### config.mk
export PLATFORM = sky130hd
export DESIGN_NAME = i2c_master_sequencer_unit
export DESIGN_NICKNAME = d
export VERILOG_FILES = /design/src/hw/rtl/i2cms_pkg.sv /design/src/hw/rtl/i2cms_front.sv /design/src/hw/rtl/i2cms_back.sv /design/src/hw/rtl/i2c_master_sequencer_unit.sv
export SDC_FILE = /design/constraint.sdc
export NUM_CORES = 1
export LEC_CHECK = 0
export ABC_CLOCK_PERIOD_IN_PS = 7200
export BUFFER_PORTS_ARGS = -buffer_cell sky130_fd_sc_hd__buf_2
export CAP_MARGIN = 25
export CORE_AREA = 10 10 182 227
export CTS_CLUSTER_SIZE = 8
export DETAILED_ROUTE_END_ITERATION = 16
export DIE_AREA = 0 0 192 237
export PLACE_DENSITY = 0.62
export SYNTH_ARGS = -nofsm -noshare
export SYNTH_HDL_FRONTEND = slang
export SYNTH_HIERARCHICAL = 1
export SYNTH_SLANG_ARGS = --single-unit
### constraint.sdc
create_clock -name i_clk -period 7.2 [get_ports i_clk]
set_input_delay 1.08 -clock i_clk [delete_from_list [all_inputs] [get_ports i_clk]]
set_output_delay 1.08 -clock i_clk [all_outputs]
set_load 0.02 [all_outputs]
### src/hw/rtl/i2cms_pkg.sv
// ----------------------------------------------------------------------------
// i2cms_pkg
// Shared types and constants of the I2C master sequencer.
// ----------------------------------------------------------------------------
package i2cms_pkg;

    localparam int MAX_BYTES_DEF = 255;
    localparam int QUEUE_DEPTH   = 4;

    localparam logic [15:0] HALF_PERIOD_RST = 16'd100;
    localparam logic [3:0]  RETRIES_RST     = 4'd10;

    localparam int CFG_IDX_W  = 1;
    localparam int CFG_DATA_W = 16;
    localparam logic [CFG_IDX_W-1:0] CFG_HALF_PERIOD = 1'b0;
    localparam logic [CFG_IDX_W-1:0] CFG_RETRIES     = 1'b1;

    localparam int S_TDATA_W = 40;
    localparam int S_TUSER_W = 2;
    localparam int M_TDATA_W = 32;

    localparam logic [7:0] ADDR10_HDR  = 8'hF0;
    localparam logic [7:0] ADDR10_MASK = 8'h06;
    localparam logic [7:0] ADDR_RD_BIT = 8'h01;

    localparam logic [1:0] STS_OK        = 2'd0;
    localparam logic [1:0] STS_ADDR_NACK = 2'd1;
    localparam logic [1:0] STS_DATA_NACK = 2'd2;

    typedef enum logic [1:0] {
        KIND_TICK = 2'd0,
        KIND_DESC = 2'd1,
        KIND_BYTE = 2'd2,
        KIND_NONE = 2'd3
    } t_kind;

    typedef struct packed {
        logic [1:0] position;
        logic       no_read_ack;
        logic       no_stop;
        logic       no_start;
        logic       ignore_nack;
        logic       ten_bit;
        logic       is_read;
        logic [7:0] length;
        logic [9:0] address;
    } t_desc;

    typedef struct packed {
        t_kind      kind;
        logic       sda_in;
        t_desc      desc;
        logic [7:0] write_byte;
    } t_cmd;

    typedef struct packed {
        logic       scl_out;
        logic       sda_out;
        logic [7:0] read_byte;
        logic       read_valid;
        logic       byte_request;
        logic       message_done;
        logic       transfer_done;
        logic [1:0] status;
        logic [7:0] messages_done;
        logic       busy_res;
    } t_res;

endpackage

### src/hw/rtl/i2cms_front.sv
// ----------------------------------------------------------------------------
// i2cms_front
// Accepts stream items, classifies them by kind and queues them.
// ----------------------------------------------------------------------------
module i2cms_front
    import i2cms_pkg::*;
(
    input  logic       i_clk,
    input  logic       i_rst_n,
    input  logic       i_valid,
    output logic       o_ready,
    input  logic [1:0] i_action,
    input  t_cmd       i_cmd,
    output logic       o_q_valid,
    output t_cmd       o_q_cmd,
    input  logic       i_q_pop
);

    localparam int PTR_W = $clog2(QUEUE_DEPTH);
    localparam int CNT_W = PTR_W + 1;

    t_cmd             r_mem [QUEUE_DEPTH];
    logic [PTR_W-1:0] r_wr_ptr, n_wr_ptr;
    logic [PTR_W-1:0] r_rd_ptr, n_rd_ptr;
    logic [CNT_W-1:0] r_count, n_count;
    t_kind            kind;
    t_cmd             cmd_in;
    logic             push;

    always_comb begin
        case (i_action)
            2'd0:    kind = KIND_TICK;
            2'd1:    kind = KIND_DESC;
            2'd2:    kind = KIND_BYTE;
            default: kind = KIND_NONE;
        endcase
        cmd_in      = i_cmd;
        cmd_in.kind = kind;
    end

    assign o_ready   = (r_count != CNT_W'(QUEUE_DEPTH));
    assign push      = i_valid && o_ready;
    assign o_q_valid = (r_count != '0);
    assign o_q_cmd   = r_mem[r_rd_ptr];

    always_comb begin
        n_wr_ptr = push ? r_wr_ptr + PTR_W'(1) : r_wr_ptr;
        n_rd_ptr = i_q_pop ? r_rd_ptr + PTR_W'(1) : r_rd_ptr;
        n_count  = r_count + CNT_W'(push) - CNT_W'(i_q_pop);
    end

    always_ff @(posedge i_clk) begin
        if (push) begin
            r_mem[r_wr_ptr] <= cmd_in;
        end
    end

    always_ff @(posedge i_clk) begin
        if (!i_rst_n) begin
            r_wr_ptr <= '0;
            r_rd_ptr <= '0;
            r_count  <= '0;
        end else begin
            r_wr_ptr <= n_wr_ptr;
            r_rd_ptr <= n_rd_ptr;
            r_count  <= n_count;
        end
    end

endmodule

### src/hw/rtl/i2cms_back.sv
// ----------------------------------------------------------------------------
// i2cms_back
// Bus sequencer: runs queued items against the SCL/SDA phase machine and
// holds the result in an output register.
// ----------------------------------------------------------------------------
module i2cms_back
    import i2cms_pkg::*;
#(
    parameter int MAX_BYTES = MAX_BYTES_DEF
)
(
    input  logic        i_clk,
    input  logic        i_rst_n,
    input  logic [15:0] i_half_period,
    input  logic [3:0]  i_retries,
    input  logic        i_q_valid,
    input  t_cmd        i_q_cmd,
    output logic        o_q_pop,
    output logic        o_m_valid,
    input  logic        i_m_ready,
    output t_res        o_m_res
);

    typedef enum logic [26:0] {
        PH_IDLE    = 27'd1 << 0,
        PH_WAITB   = 27'd1 << 1,
        PH_BEGIN   = 27'd1 << 2,
        PH_WAIT    = 27'd1 << 3,
        PH_ST1     = 27'd1 << 4,
        PH_ST2     = 27'd1 << 5,
        PH_RS1     = 27'd1 << 6,
        PH_RS2     = 27'd1 << 7,
        PH_RS3     = 27'd1 << 8,
        PH_SP1     = 27'd1 << 9,
        PH_SP2     = 27'd1 << 10,
        PH_SP3     = 27'd1 << 11,
        PH_SPDONE  = 27'd1 << 12,
        PH_WB1     = 27'd1 << 13,
        PH_WB2     = 27'd1 << 14,
        PH_WB3     = 27'd1 << 15,
        PH_WB4     = 27'd1 << 16,
        PH_WB5     = 27'd1 << 17,
        PH_WB6     = 27'd1 << 18,
        PH_WB7     = 27'd1 << 19,
        PH_RB1     = 27'd1 << 20,
        PH_RB2     = 27'd1 << 21,
        PH_RB3     = 27'd1 << 22,
        PH_RBDONE  = 27'd1 << 23,
        PH_AK1     = 27'd1 << 24,
        PH_AK2     = 27'd1 << 25,
        PH_AK3     = 27'd1 << 26
    } t_phase;

    typedef enum logic [3:0] {
        STG_A1   = 4'b0001,
        STG_A2   = 4'b0010,
        STG_A3   = 4'b0100,
        STG_DATA = 4'b1000
    } t_stage;

    function automatic logic [7:0] addr_byte(t_stage stg, t_desc d);
        logic [7:0] b;
        if (stg == STG_A2) begin
            b = d.address[7:0];
        end else if (d.ten_bit) begin
            b = ADDR10_HDR | ({5'd0, d.address[9:7]} & ADDR10_MASK);
            if (stg == STG_A3) begin
                b = b | ADDR_RD_BIT;
            end
        end else begin
            b = {d.address[6:0], d.is_read};
        end
        return b;
    endfunction

    t_phase      r_phase, n_phase;
    t_phase      r_after, n_after;
    t_stage      r_stage, n_stage;
    logic [15:0] r_wait, n_wait;
    logic [3:0]  r_bit, n_bit;
    logic [7:0]  r_shift, n_shift;
    logic [3:0]  r_retry, n_retry;
    logic [7:0]  r_left, n_left;
    t_desc       r_desc, n_desc;
    logic [7:0]  r_msgs, n_msgs;
    logic        r_scl, n_scl;
    logic        r_sda, n_sda;
    logic        r_stop_final, n_stop_final;
    logic [1:0]  r_status, n_status;
    logic        r_acc_read, r_acc_msg, r_acc_xfer;
    logic        r_ov;
    t_res        r_out, n_out;

    logic        p_read, p_msg, p_xfer;
    logic        transient;
    logic        f_next, f_finish, f_addr_ok, f_enter, f_send;
    logic [1:0]  fin_st;
    logic [7:0]  send_val;
    logic [15:0] s_wait;
    logic [3:0]  eff_retries;
    logic [7:0]  len_clamped;
    logic [3:0]  bit_inc;
    logic        ack;
    logic        slot_free, step, pop;

    assign s_wait      = 16'((17'(i_half_period) + 17'd1) >> 1);
    assign eff_retries = r_desc.ignore_nack ? 4'd0 : ((i_retries == 4'd0) ? 4'd1 : i_retries);
    assign len_clamped = ({8'd0, r_desc.length} > 16'(MAX_BYTES)) ? 8'(MAX_BYTES)
                                                                   : r_desc.length;
    assign bit_inc     = r_bit + 4'd1;
    assign ack         = (r_bit == 4'd1);

    always_comb begin
        n_phase      = r_phase;
        n_after      = r_after;
        n_stage      = r_stage;
        n_wait       = r_wait;
        n_bit        = r_bit;
        n_shift      = r_shift;
        n_retry      = r_retry;
        n_left       = r_left;
        n_desc       = r_desc;
        n_msgs       = r_msgs;
        n_scl        = r_scl;
        n_sda        = r_sda;
        n_stop_final = r_stop_final;
        n_status     = r_status;
        p_read       = 1'b0;
        p_msg        = 1'b0;
        p_xfer       = 1'b0;
        transient    = 1'b0;
        f_next       = 1'b0;
        f_finish     = 1'b0;
        f_addr_ok    = 1'b0;
        f_enter      = 1'b0;
        f_send       = 1'b0;
        fin_st       = STS_OK;
        send_val     = 8'd0;

        case (i_q_cmd.kind)
            KIND_DESC: begin
                if (r_phase == PH_IDLE) begin
                    n_desc = i_q_cmd.desc;
                    if (i_q_cmd.desc.position[0]) begin
                        n_msgs   = 8'd0;
                        n_status = STS_OK;
                    end
                    n_phase = PH_BEGIN;
                end
            end
            KIND_BYTE: begin
                if (r_phase == PH_WAITB) begin
                    f_send   = 1'b1;
                    send_val = i_q_cmd.write_byte;
                end
            end
            KIND_TICK: begin
                case (r_phase)
                    PH_IDLE, PH_WAITB: begin
                    end
                    PH_BEGIN: begin
                        transient = 1'b1;
                        if (r_desc.no_start) begin
                            f_enter = 1'b1;
                        end else begin
                            n_stage = STG_A1;
                            n_retry = 4'd0;
                            n_phase = r_desc.position[0] ? PH_ST1 : PH_RS1;
                        end
                    end
                    PH_WAIT: begin
                        if (r_wait == 16'd0) begin
                            transient = 1'b1;
                            n_phase   = r_after;
                        end else begin
                            n_wait = r_wait - 16'd1;
                            if (r_wait == 16'd1) begin
                                n_phase = r_after;
                            end
                        end
                    end
                    PH_ST1: begin
                        n_sda = 1'b0; n_wait = s_wait; n_after = PH_ST2; n_phase = PH_WAIT;
                    end
                    PH_ST2: begin
                        n_scl    = 1'b0;
                        f_send   = 1'b1;
                        send_val = addr_byte(r_stage, r_desc);
                    end
                    PH_RS1: begin
                        n_sda = 1'b1; n_phase = PH_RS2;
                    end
                    PH_RS2: begin
                        n_scl = 1'b1; n_wait = s_wait; n_after = PH_RS3; n_phase = PH_WAIT;
                    end
                    PH_RS3: begin
                        n_sda = 1'b0; n_wait = s_wait; n_after = PH_ST2; n_phase = PH_WAIT;
                    end
                    PH_SP1: begin
                        n_sda = 1'b0; n_wait = s_wait; n_after = PH_SP2; n_phase = PH_WAIT;
                    end
                    PH_SP2: begin
                        n_scl = 1'b1; n_wait = s_wait; n_after = PH_SP3; n_phase = PH_WAIT;
                    end
                    PH_SP3: begin
                        n_sda   = 1'b1;
                        n_wait  = i_half_period;
                        n_after = PH_SPDONE;
                        n_phase = PH_WAIT;
                    end
                    PH_SPDONE: begin
                        transient = 1'b1;
                        if (r_stop_final) begin
                            p_xfer  = 1'b1;
                            n_phase = PH_IDLE;
                        end else begin
                            n_wait  = i_half_period;
                            n_after = PH_ST1;
                            n_phase = PH_WAIT;
                        end
                    end
                    PH_WB1: begin
                        n_scl = 1'b0; n_phase = PH_WB2;
                    end
                    PH_WB2: begin
                        n_sda   = r_shift[r_bit[2:0]];
                        n_wait  = s_wait;
                        n_after = PH_WB3;
                        n_phase = PH_WAIT;
                    end
                    PH_WB3: begin
                        n_scl = 1'b1;
                        if (r_bit[2:0] == 3'd0) begin
                            n_phase = PH_WB4;
                        end else begin
                            n_bit   = {1'b0, r_bit[2:0] - 3'd1};
                            n_phase = PH_WB1;
                        end
                    end
                    PH_WB4: begin
                        n_scl = 1'b0; n_wait = s_wait; n_after = PH_WB5; n_phase = PH_WAIT;
                    end
                    PH_WB5: begin
                        n_sda = 1'b1; n_wait = s_wait; n_after = PH_WB6; n_phase = PH_WAIT;
                    end
                    PH_WB6: begin
                        n_scl   = 1'b1;
                        n_bit   = i_q_cmd.sda_in ? 4'd0 : 4'd1;
                        n_phase = PH_WB7;
                    end
                    PH_WB7: begin
                        n_scl = 1'b0;
                        if (r_stage == STG_DATA) begin
                            if (ack || r_desc.ignore_nack) begin
                                n_left = r_left - 8'd1;
                                f_next = 1'b1;
                            end else begin
                                f_finish = 1'b1;
                                fin_st   = STS_DATA_NACK;
                            end
                        end else if (r_stage == STG_A2) begin
                            if (ack || r_desc.ignore_nack) begin
                                f_addr_ok = 1'b1;
                            end else begin
                                f_finish = 1'b1;
                                fin_st   = STS_ADDR_NACK;
                            end
                        end else if (ack) begin
                            f_addr_ok = 1'b1;
                        end else if (r_retry >= eff_retries) begin
                            if (r_desc.ignore_nack) begin
                                f_addr_ok = 1'b1;
                            end else begin
                                f_finish = 1'b1;
                                fin_st   = STS_ADDR_NACK;
                            end
                        end else begin
                            n_retry      = r_retry + 4'd1;
                            n_stop_final = 1'b0;
                            n_phase      = PH_SP1;
                        end
                    end
                    PH_RB1: begin
                        n_sda   = 1'b1;
                        n_bit   = 4'd0;
                        n_wait  = s_wait;
                        n_after = PH_RB2;
                        n_phase = PH_WAIT;
                    end
                    PH_RB2: begin
                        n_scl   = 1'b1;
                        n_shift = {r_shift[6:0], i_q_cmd.sda_in};
                        n_phase = PH_RB3;
                    end
                    PH_RB3: begin
                        n_scl   = 1'b0;
                        n_bit   = bit_inc;
                        n_wait  = i_half_period;
                        n_after = (bit_inc >= 4'd8) ? PH_RBDONE : PH_RB2;
                        n_phase = PH_WAIT;
                    end
                    PH_RBDONE: begin
                        transient = 1'b1;
                        p_read    = 1'b1;
                        n_left    = r_left - 8'd1;
                        if (r_desc.no_read_ack) begin
                            f_next = 1'b1;
                        end else if (n_left != 8'd0) begin
                            n_phase = PH_AK1;
                        end else begin
                            n_wait  = s_wait;
                            n_after = PH_AK2;
                            n_phase = PH_WAIT;
                        end
                    end
                    PH_AK1: begin
                        n_sda = 1'b0; n_wait = s_wait; n_after = PH_AK2; n_phase = PH_WAIT;
                    end
                    PH_AK2: begin
                        n_scl = 1'b1; n_phase = PH_AK3;
                    end
                    PH_AK3: begin
                        n_scl  = 1'b0;
                        f_next = 1'b1;
                    end
                    default: begin
                        transient = 1'b1;
                        n_phase   = PH_IDLE;
                    end
                endcase
            end
            default: begin
            end
        endcase

        if (f_addr_ok) begin
            if (r_stage == STG_A1 && r_desc.ten_bit) begin
                n_stage  = STG_A2;
                f_send   = 1'b1;
                send_val = addr_byte(STG_A2, r_desc);
            end else if (r_stage == STG_A2 && r_desc.is_read) begin
                n_stage = STG_A3;
                n_retry = 4'd0;
                n_phase = PH_RS1;
            end else begin
                f_enter = 1'b1;
            end
        end
        if (f_enter) begin
            n_stage = STG_DATA;
            n_left  = len_clamped;
            f_next  = 1'b1;
        end
        if (f_next) begin
            if (n_left == 8'd0) begin
                p_msg = 1'b1;
                if (r_msgs != 8'hFF) begin
                    n_msgs = r_msgs + 8'd1;
                end
                if (r_desc.position[1]) begin
                    f_finish = 1'b1;
                    fin_st   = STS_OK;
                end else begin
                    n_phase = PH_IDLE;
                end
            end else if (r_desc.is_read) begin
                n_phase = PH_RB1;
            end else begin
                n_phase = PH_WAITB;
            end
        end
        if (f_finish) begin
            n_status = fin_st;
            if (!r_desc.no_stop) begin
                n_stop_final = 1'b1;
                n_phase      = PH_SP1;
            end else begin
                p_xfer  = 1'b1;
                n_phase = PH_IDLE;
            end
        end
        if (f_send) begin
            n_shift = send_val;
            n_bit   = 4'd7;
            n_phase = PH_WB1;
        end
    end

    always_comb begin
        n_out.scl_out       = n_scl;
        n_out.sda_out       = n_sda;
        n_out.read_valid    = r_acc_read | p_read;
        n_out.read_byte     = n_out.read_valid ? n_shift : 8'd0;
        n_out.byte_request  = (n_phase == PH_WAITB);
        n_out.message_done  = r_acc_msg | p_msg;
        n_out.transfer_done = r_acc_xfer | p_xfer;
        n_out.status        = n_out.transfer_done ? n_status : STS_OK;
        n_out.messages_done = n_msgs;
        n_out.busy_res      = (n_phase != PH_IDLE);
    end

    assign slot_free = !r_ov || i_m_ready;
    assign step      = i_q_valid && (transient || slot_free);
    assign pop       = i_q_valid && !transient && slot_free;
    assign o_q_pop   = pop;
    assign o_m_valid = r_ov;
    assign o_m_res   = r_out;

    always_ff @(posedge i_clk) begin
        if (!i_rst_n) begin
            r_phase      <= PH_IDLE;
            r_after      <= PH_IDLE;
            r_stage      <= STG_A1;
            r_wait       <= '0;
            r_bit        <= '0;
            r_shift      <= '0;
            r_retry      <= '0;
            r_left       <= '0;
            r_desc       <= '0;
            r_msgs       <= '0;
            r_scl        <= 1'b1;
            r_sda        <= 1'b1;
            r_stop_final <= 1'b0;
            r_status     <= STS_OK;
            r_acc_read   <= 1'b0;
            r_acc_msg    <= 1'b0;
            r_acc_xfer   <= 1'b0;
            r_ov         <= 1'b0;
        end else begin
            if (step) begin
                r_phase      <= n_phase;
                r_after      <= n_after;
                r_stage      <= n_stage;
                r_wait       <= n_wait;
                r_bit        <= n_bit;
                r_shift      <= n_shift;
                r_retry      <= n_retry;
                r_left       <= n_left;
                r_desc       <= n_desc;
                r_msgs       <= n_msgs;
                r_scl        <= n_scl;
                r_sda        <= n_sda;
                r_stop_final <= n_stop_final;
                r_status     <= n_status;
                r_acc_read   <= transient && (r_acc_read | p_read);
                r_acc_msg    <= transient && (r_acc_msg | p_msg);
                r_acc_xfer   <= transient && (r_acc_xfer | p_xfer);
            end
            if (pop) begin
                r_ov <= 1'b1;
            end else if (i_m_ready) begin
                r_ov <= 1'b0;
            end
        end
    end

    always_ff @(posedge i_clk) begin
        if (pop) begin
            r_out <= n_out;
        end
    end

`ifndef NO_ASSERTIONS
    a_idle_holds: assert property (@(posedge i_clk) disable iff (!i_rst_n)
        (r_phase == PH_IDLE && !(step && i_q_cmd.kind == KIND_DESC)) |=> r_phase == PH_IDLE)
        else $error("sequencer left idle without a descriptor");

    a_acc_pending: assert property (@(posedge i_clk) disable iff (!i_rst_n)
        (r_acc_read || r_acc_msg || r_acc_xfer) |-> i_q_valid)
        else $error("pulses held with no pending tick");

    a_waitbyte_ctx: assert property (@(posedge i_clk) disable iff (!i_rst_n)
        (r_phase == PH_WAITB) |-> (r_stage == STG_DATA && !r_desc.is_read))
        else $error("byte request outside a write data phase");

    a_wb_bit: assert property (@(posedge i_clk) disable iff (!i_rst_n)
        (r_phase == PH_WB1 || r_phase == PH_WB2 || r_phase == PH_WB3) |-> r_bit < 4'd8)
        else $error("write bit index out of range");
`endif

endmodule

### src/hw/rtl/i2c_master_sequencer_unit.sv
// ----------------------------------------------------------------------------
// i2c_master_sequencer_unit
// Tick-driven I2C master: descriptors, write bytes and SDA-sampled ticks in,
// one status word with the SCL/SDA drive levels out for every item.
// ----------------------------------------------------------------------------
// Every accepted item yields exactly one result word. Descriptor, write-byte
// and most tick items flow back to back while the result register can take a
// new word. A tick that lands on an internal bookkeeping phase (message begin,
// zero-length wait, end of stop, end of read byte) stays at the head of the
// queue while the single-step phase sequencer in the back end passes each such
// phase. A four-entry queue separates input acceptance from the sequencer,
// and a result register holds the output word. Configuration writes are
// accepted every cycle.
module i2c_master_sequencer_unit
    import i2cms_pkg::*;
#(
    parameter int MAX_BYTES = MAX_BYTES_DEF
)
(
    input  logic                  i_clk,
    input  logic                  i_rst_n,
    input  logic                  s_axis_tvalid,
    output logic                  s_axis_tready,
    // sda_in[0], position[2:1], message_address[12:3], message_length[20:13],
    // is_read[21], ten_bit[22], ignore_nack[23], no_start[24], no_stop[25],
    // no_read_ack[26], write_byte[34:27], zero[39:35]
    input  logic [S_TDATA_W-1:0]  s_axis_tdata,
    // action[1:0]
    input  logic [S_TUSER_W-1:0]  s_axis_tuser,
    output logic                  m_axis_tvalid,
    input  logic                  m_axis_tready,
    // scl_out[0], sda_out[1], read_byte[9:2], read_valid[10], byte_request[11],
    // message_done[12], transfer_done[13], status[15:14], messages_done[23:16],
    // busy_res[24], zero[31:25]
    output logic [M_TDATA_W-1:0]  m_axis_tdata,
    input  logic                  i_cfg_valid,
    output logic                  o_cfg_ready,
    input  logic [CFG_IDX_W-1:0]  i_cfg_index,
    input  logic [CFG_DATA_W-1:0] i_cfg_data
);

    logic [15:0] r_half_period;
    logic [3:0]  r_retries;
    t_cmd        cmd_in;
    t_cmd        q_cmd;
    logic        q_valid, q_pop;
    t_res        res;

    assign o_cfg_ready = 1'b1;

    always_ff @(posedge i_clk) begin
        if (!i_rst_n) begin
            r_half_period <= HALF_PERIOD_RST;
            r_retries     <= RETRIES_RST;
        end else if (i_cfg_valid) begin
            case (i_cfg_index)
                CFG_HALF_PERIOD: r_half_period <= i_cfg_data[15:0];
                CFG_RETRIES:     r_retries     <= i_cfg_data[3:0];
                default: begin
                end
            endcase
        end
    end

    always_comb begin
        cmd_in.kind             = KIND_NONE;
        cmd_in.sda_in           = s_axis_tdata[0];
        cmd_in.desc.position    = s_axis_tdata[2:1];
        cmd_in.desc.address     = s_axis_tdata[12:3];
        cmd_in.desc.length      = s_axis_tdata[20:13];
        cmd_in.desc.is_read     = s_axis_tdata[21];
        cmd_in.desc.ten_bit     = s_axis_tdata[22];
        cmd_in.desc.ignore_nack = s_axis_tdata[23];
        cmd_in.desc.no_start    = s_axis_tdata[24];
        cmd_in.desc.no_stop     = s_axis_tdata[25];
        cmd_in.desc.no_read_ack = s_axis_tdata[26];
        cmd_in.write_byte       = s_axis_tdata[34:27];
    end

    i2cms_front u_front (
        .i_clk     (i_clk),
        .i_rst_n   (i_rst_n),
        .i_valid   (s_axis_tvalid),
        .o_ready   (s_axis_tready),
        .i_action  (s_axis_tuser),
        .i_cmd     (cmd_in),
        .o_q_valid (q_valid),
        .o_q_cmd   (q_cmd),
        .i_q_pop   (q_pop)
    );

    i2cms_back #(
        .MAX_BYTES (MAX_BYTES)
    ) u_back (
        .i_clk         (i_clk),
        .i_rst_n       (i_rst_n),
        .i_half_period (r_half_period),
        .i_retries     (r_retries),
        .i_q_valid     (q_valid),
        .i_q_cmd       (q_cmd),
        .o_q_pop       (q_pop),
        .o_m_valid     (m_axis_tvalid),
        .i_m_ready     (m_axis_tready),
        .o_m_res       (res)
    );

    assign m_axis_tdata = {7'd0, res.busy_res, res.messages_done, res.status,
                           res.transfer_done, res.message_done, res.byte_request,
                           res.read_valid, res.read_byte, res.sda_out, res.scl_out};

endmodule
# Word level (Yosys, flattened, before mapping)
# Memory sizes are Yosys's and may differ from the RTL's. A register that Yosys moved wholly into a read port is not among the register bits.
# Cells that the tools add are included.
# Widths: inputs -> output; s select.
[word_totals] memories=1 output_inout_bits=35 input_bits=64 romBits=0 latch_bits=0 regBits=193 ramBits=148 word_cells=314
[mem_list] memory="u_front.r_mem" depth=4 word_bits=37 rd=1 rd_clocked_by_memory_dff=1 write_ports=1 line="i2cms_front.sv:22" rtl="t_cmd r_mem [QUEUE_DEPTH];"
[op_classes] n_eq_ne=46 shift=0 add_sub_neg=11 mul=0 n_mux=165 div_mod_pow=0 bitwise=4 reduce_logical=43 magnitude_cmp=3
[op_table] op="$pmux 27 s13" count=2
[op_table] op="$mux 27" count=20
[op_table] op="$mux 8" count=19
[op_table] op="$mux 4" count=22
[op_table] op="$pmux 16 s5" count=1
[op_table] op="$mux 16" count=4
[op_table] op="$mux 1" count=63
[op_table] op="$eq 27x2->1 const B" count=2
[op_table] op="$pmux 27 s2" count=1
[op_table] op="$mux 2" count=16
[op_table] op="$pmux 8 s2" count=2
[op_table] op="$eq 27x1->1 const B" count=1
[op_table] op="$eq 27x10->1 const B" count=1
[op_table] op="$eq 27x11->1 const B" count=1
[op_table] op="$eq 27x12->1 const B" count=1
[op_table] op="$eq 27x13->1 const B" count=1
[op_table] op="$eq 27x14->1 const B" count=1
[op_table] op="$eq 27x15->1 const B" count=1
[op_table] op="$eq 27x16->1 const B" count=1
[op_table] op="$eq 27x17->1 const B" count=1
[op_table] op="$eq 27x18->1 const B" count=1
[op_table] op="$eq 27x19->1 const B" count=1
[op_table] op="$eq 27x20->1 const B" count=1
[op_table] op="$eq 27x21->1 const B" count=1
[op_table] op="75 further kinds" count=107

# Depth between registers and ports, before layout
[depth] ltp_word=19 mapped_depth=20 depth_no_buf=18

# Cells and area by module
# Netlist, hierarchy kept.
[modules_own_cells] mod="i2cms_back" n_inst=1 area_per_inst_um2=10025.9 seq_area_each_um2=3293.2 cells_each=1345
[modules_own_cells] mod="i2cms_front" n_inst=1 area_per_inst_um2=5858.1 seq_area_each_um2=4624.4 cells_each=242
[modules_own_cells] mod="i2c_master_sequencer_unit" n_inst=1 area_per_inst_um2=883.3 seq_area_each_um2=400.4 cells_each=97

# Worst setup path before layout
# No wires, ideal clock.
[synth_path] path_type="reg2reg" from="register u_back.r_phase[0]" to="register u_front.r_count[2]" setup_time_ns=0.115 t_arrival_ns=4.357 required_time_ns=7.085 period_less_slack_ns=4.472 setup_slack_ns=2.728 stages_incl_launch_ff=21 path_buffers=3 cell_sequence="dfxtp_1 -> clkbuf_1 -> nor4_2 -> buf_2 -> nand4_2 -> buf_2 -> o32ai_1 -> nor2_1 -> nand4_1 -> a21oi_1 -> nand2b_1 -> nand2b_1 -> inv_1 -> ha_1 -> inv_1 -> ha_1 -> inv_1 -> fa_1 -> xnor2_1 -> xnor2_1 -> and2_1"
[synth_between] elab_chain_len=8 elab_cells_between_ends=31 classes_between="add/sub (1); eq/ne (24); mux (2); reduce/logical (4)"
[synth_lines] item="from (decl)" line="i2cms_back.sv:76" rtl="t_phase r_phase, n_phase;"
[synth_lines] item="from (signal assigned)" line="i2cms_back.sv:431" rtl="r_phase <= n_phase;"
[synth_lines] item="$eq 27x5->1 (tied with other cells)" line="i2cms_back.sv:158" rtl="case (r_phase)"
[synth_lines] item="$reduce_or 23->1 (no line)"
[synth_lines] item="$pmux 1 s2 *" line="i2cms_back.sv:158"
[synth_lines] item="$mux 1 *" line="i2cms_back.sv:140" rtl="case (i_q_cmd.kind)"
[synth_lines] item="$logic_not 1->1 *" line="i2cms_back.sv:404" rtl="assign pop = i_q_valid && !transient && slot_free;"
[synth_lines] item="$logic_and 1x1->1 * (2 in series)" line="i2cms_back.sv:404"
[synth_lines] item="via q_pop" line="i2c_master_sequencer_unit.sv:46" rtl="logic q_valid, q_pop;"
[synth_lines] item="$sub 3x1->3 *" line="i2cms_front.sv:49" rtl="n_count = r_count + CNT_W'(push) - CNT_W'(i_q_pop);"
[synth_lines] item="to (signal assigned)" line="i2cms_front.sv:66" rtl="r_count <= n_count;"
[synth_lines] item="to (decl)" line="i2cms_front.sv:25" rtl="logic [CNT_W-1:0] r_count, n_count;"
# The timed path passes the listed nets; every way through them passes the cells marked *.
# A chain may end at the register's enable or synchronous reset.

# Worst setup path in the final report
[layout_path] from="register u_back.r_phase[12]" to="register u_front.r_count[2]"
# Same word-level chain as after synthesis.

==> summary.md <==
| Metric | Value |
|---|---|
| VDD IR-drop max | `0.000239 V` |
| Die area | `45500 µm²` |
| CTS tree | `yes` |
| Mapped Area | `~17000 µm²` |
| Fin crit share | `0.777` |
| Worst-Skew Late Latency | `roughly 0.58 ns` |
| Distinct cell type count after synthesis | `92` |
| Core area | `36900 µm²` |
| Clock tree root buffer cell | `clkbuf_16` |
| Avg Vias per Cell | `5.98` |
| Hold_ws | `~0.45 ns` |
| Number of antenna diodes | `0` |
| Placed cell area | `17500 µm²` |
| Gr ovfl total | `0` |
| Initial antenna violation count | `0` |
| Total number of vias | `13.5k` |
| Status | `finished clean` |
| Initial core utilization | `0.455` |
| Slew headroom | `0.304` |
| HP Class | `flip-flop to flip-flop` |
| Part of the power in registers | `0.373` |
| Endpoints failing setup | `0` |
| Fin. max-slew vios | `0` |
| Share of async-settable or async-resettable flops after synthesis | `0` |
| Design area | `19000 µm²` |
| Top-level I/O count | `99` |
| Total Routed Length | `50600 µm` |
| Worst Path Arrival | `just over 6 ns` |
| TritonCTS Buffers | `47` |
| Syn Inst Count | `1684` |
| Worst-Margin Slew | `1.03 ns` |
| Net Sw Power | `between 2 and 2.5 mW` |
| Startpoint types | `flip-flop` |
| Max clock buf depth | `3` |
| Ranking of synthesized cells by area | `edfxtp_1, dfxtp_1, nand2_1, mux4_2, a21oi_1` |
| Net Sw Frac | `0.361` |
| Critical path class | `flip-flop to flip-flop` |
| Area of the multi-input gates | `7760 µm²` |
| Clk pwr share | `0.319` |
| Vias in the first global route | `between 10k and 15k` |
| Pleak | `6.66 nW` |
| Cts repair resizes | `0` |
| Total track usage | `0.220` |
| GPL Wtd Cong | `between 0.9 and 1` |
| Clk sinks | `roughly 330` |
| Share of the synthesized area in the top cell type | `0.310` |
| Final ANT Viol Nets | `0` |
| Reg clk slew, reported paths | `0.06 ns` |
| Area delta synth->final | `13.1%` |
| Worst Path Required | `7.67 ns` |
| Synth Flop Type | `edfxtp_1` |
| Int Pwr | `roughly 4.1 mW` |
| Iteration count of the initial detailed-routing pass | `7` |
| First-pass GRT wire length | `approximately 80000 µm` |
| Max_cap viols | `0` |
| DRC Markers | `0` |
| Fmax | `0.179 GHz` |
| Tot Pwr | `6.42 mW` |
| P per Cell Area | `338 nW/µm²` |
| Most common cell after layout, fill and taps aside | `nand2_1` |
| Fraction of layout cells with a size suffix above 1 | `0.144` |
| RSZ-0062 raised after global routing | `false` |
| Final count of hold timing violations | `0` |
| Largest net degree at the start of global routing | `71` |
| WL/cell | `22.4 µm` |
| Fin nets | `1833` |
| H-tree depth | `2` |
| Hpwl dp | `36000 µm` |
| Syn avg cell area | `about 10 µm²` |
| Reg area | `8320 µm²` |
| Number of DRC markers in iteration 0 | `~1000` |
| Commonest non-fill, non-tap cells in the layout | `nand2_1, edfxtp_1, dfxtp_1` |
| CTS Hold Bufs | `0` |
| Register bit total from synthesis | `~330` |
| Synth area leader | `edfxtp_1` |
| Fill cells | `approximately 3.3k` |
| Critical path peak fanout | `11` |
| Die Wd | `192 µm` |
| Row count | `79` |
| Synth warn | `6` |
| Postcts setup bufs | `0` |
| Worst clock skew | `~0.034 ns` |
| Die Span Y | `237 µm` |
| Port Buf Inserts | `85` |
| Fin Setup TNS | `0 ns` |
| Gate power share | `0.309` |
| Final worst path period need | `roughly 5.6 ns` |
| Crit. End Element | `flip-flop` |
| Post-synth EDFFs | `173` |
| Sequential fraction of the synthesis area | `0.496` |
[power groups by stage]
stage	registers [mW]	clock network [mW]	logic [mW]
6_report	2.39	2.04	1.98
5_1_grt	2.41	2.18	2.14
4_1_cts	2.39	2.09	1.97
3_5_place_dp	2.43	0	1.96
3_3_place_gp	2.42	0	1.94
2_1_floorplan	2.46	0	1.26
[cells by family after synthesis]
logic type	share of synthesized area
adder cells (fa/ha/maj)	0.0169
other	0.000448
flip-flops	0.496
buffers and inverters	0.0435
AND/OR/NAND/NOR	0.222
XOR/XNOR	0.0120
multiplexers	0.0748
AO/OA/AOI/OAI	0.135
[through the flow]
stage,utilization,setup slack (ns),std cells
2_1_floorplan,-,2.73,1690
3_3_place_gp,0.474,1.69,2175
3_5_place_dp,0.476,1.65,2181
4_1_cts,0.513,1.66,2260
5_1_grt,0.514,1.38,2263
6_report,0.514,1.61,2263
[Yosys cell counts (all sizes together), types with 12 or more instances]
cell and number:
a211oi 12, a21oi 130, a22oi 12, a31oi 12, and2 26, and3 12
buf 47, clkbuf 66, dfxtp 156, edfxtp 173, ha 21, inv 38
mux2i 27, mux4 39, nand2 218, nand2b 14, nand3 60, nand4 31
nor2 139, nor2b 14, nor3 59, nor3b 12, nor4 37, o21ai 89
o22ai 12, or3 29, or4 17, xnor2 14
[sequential cells by signal, summed over array words and instances, names as in the netlist, 8 cells and up, named ones only]
signal and count:
u_back/r_wait 16, u_front/r_mem 148, u_back/r_desc 18, u_back/r_msgs 8, u_back/r_phase 27, u_back/o_m_res 25
u_back/r_after 13, u_back/r_left 8, u_back/r_shift 8, u_back/len_clamped 8, r_half_period 16
[final timing paths]
| path | start | end | slack [ns] | depth (start not counted) |
|---|---|---|---|---|
| hold reg to reg | u_back/r_after[0] | u_back/r_after[0] | 0.45 | 2 |
| hold / removal | u_back/r_after[0] | u_back/r_after[0] | 0.45 | 2 |
| setup reg to reg | u_back/r_phase[12] | u_front/r_count[2] | 1.61 | 16 |
| setup / recovery | u_back/r_phase[12] | u_front/r_count[2] | 1.61 | 16 |
[area by class of cell]
type	count	share of cell area
clock buffers	75	0.0681
clock inverters	4	0.00396
inverters	39	0.00778
multi-input cells	1209	0.409
flip-flops and latches	329	0.439
well taps	486	0.0321
repair buffers	121	0.0403
[routing by layer]
layer  vias to the layer above  wire (µm)  global-route usage  part of all wire
met5                         -          0                   0                 0
met2                       387      24800               0.366              0.49
li1                       6409          -                   -                 -
met1                      6610      20900               0.270              0.41
met4                         0       2630               0.114             0.052
met3                       118       2250              0.0318             0.045
[worst max-delay path: stages (launching register included)]
cell and delay [ns]:
dfxtp_1 0.42, nor4_4 0.69, nand3_1 0.59, nor3_1 0.53, or3b_2 0.51, a21oi_1 0.64
nand2b_1 0.22, nand2b_1 0.40, inv_1 0.15, ha_1 0.31, inv_1 0.05, ha_1 0.12
inv_1 0.05, fa_1 0.40, xnor2_1 0.15, xnor2_1 0.13, and2_1 0.16
(Power assumes the default switching activity.)
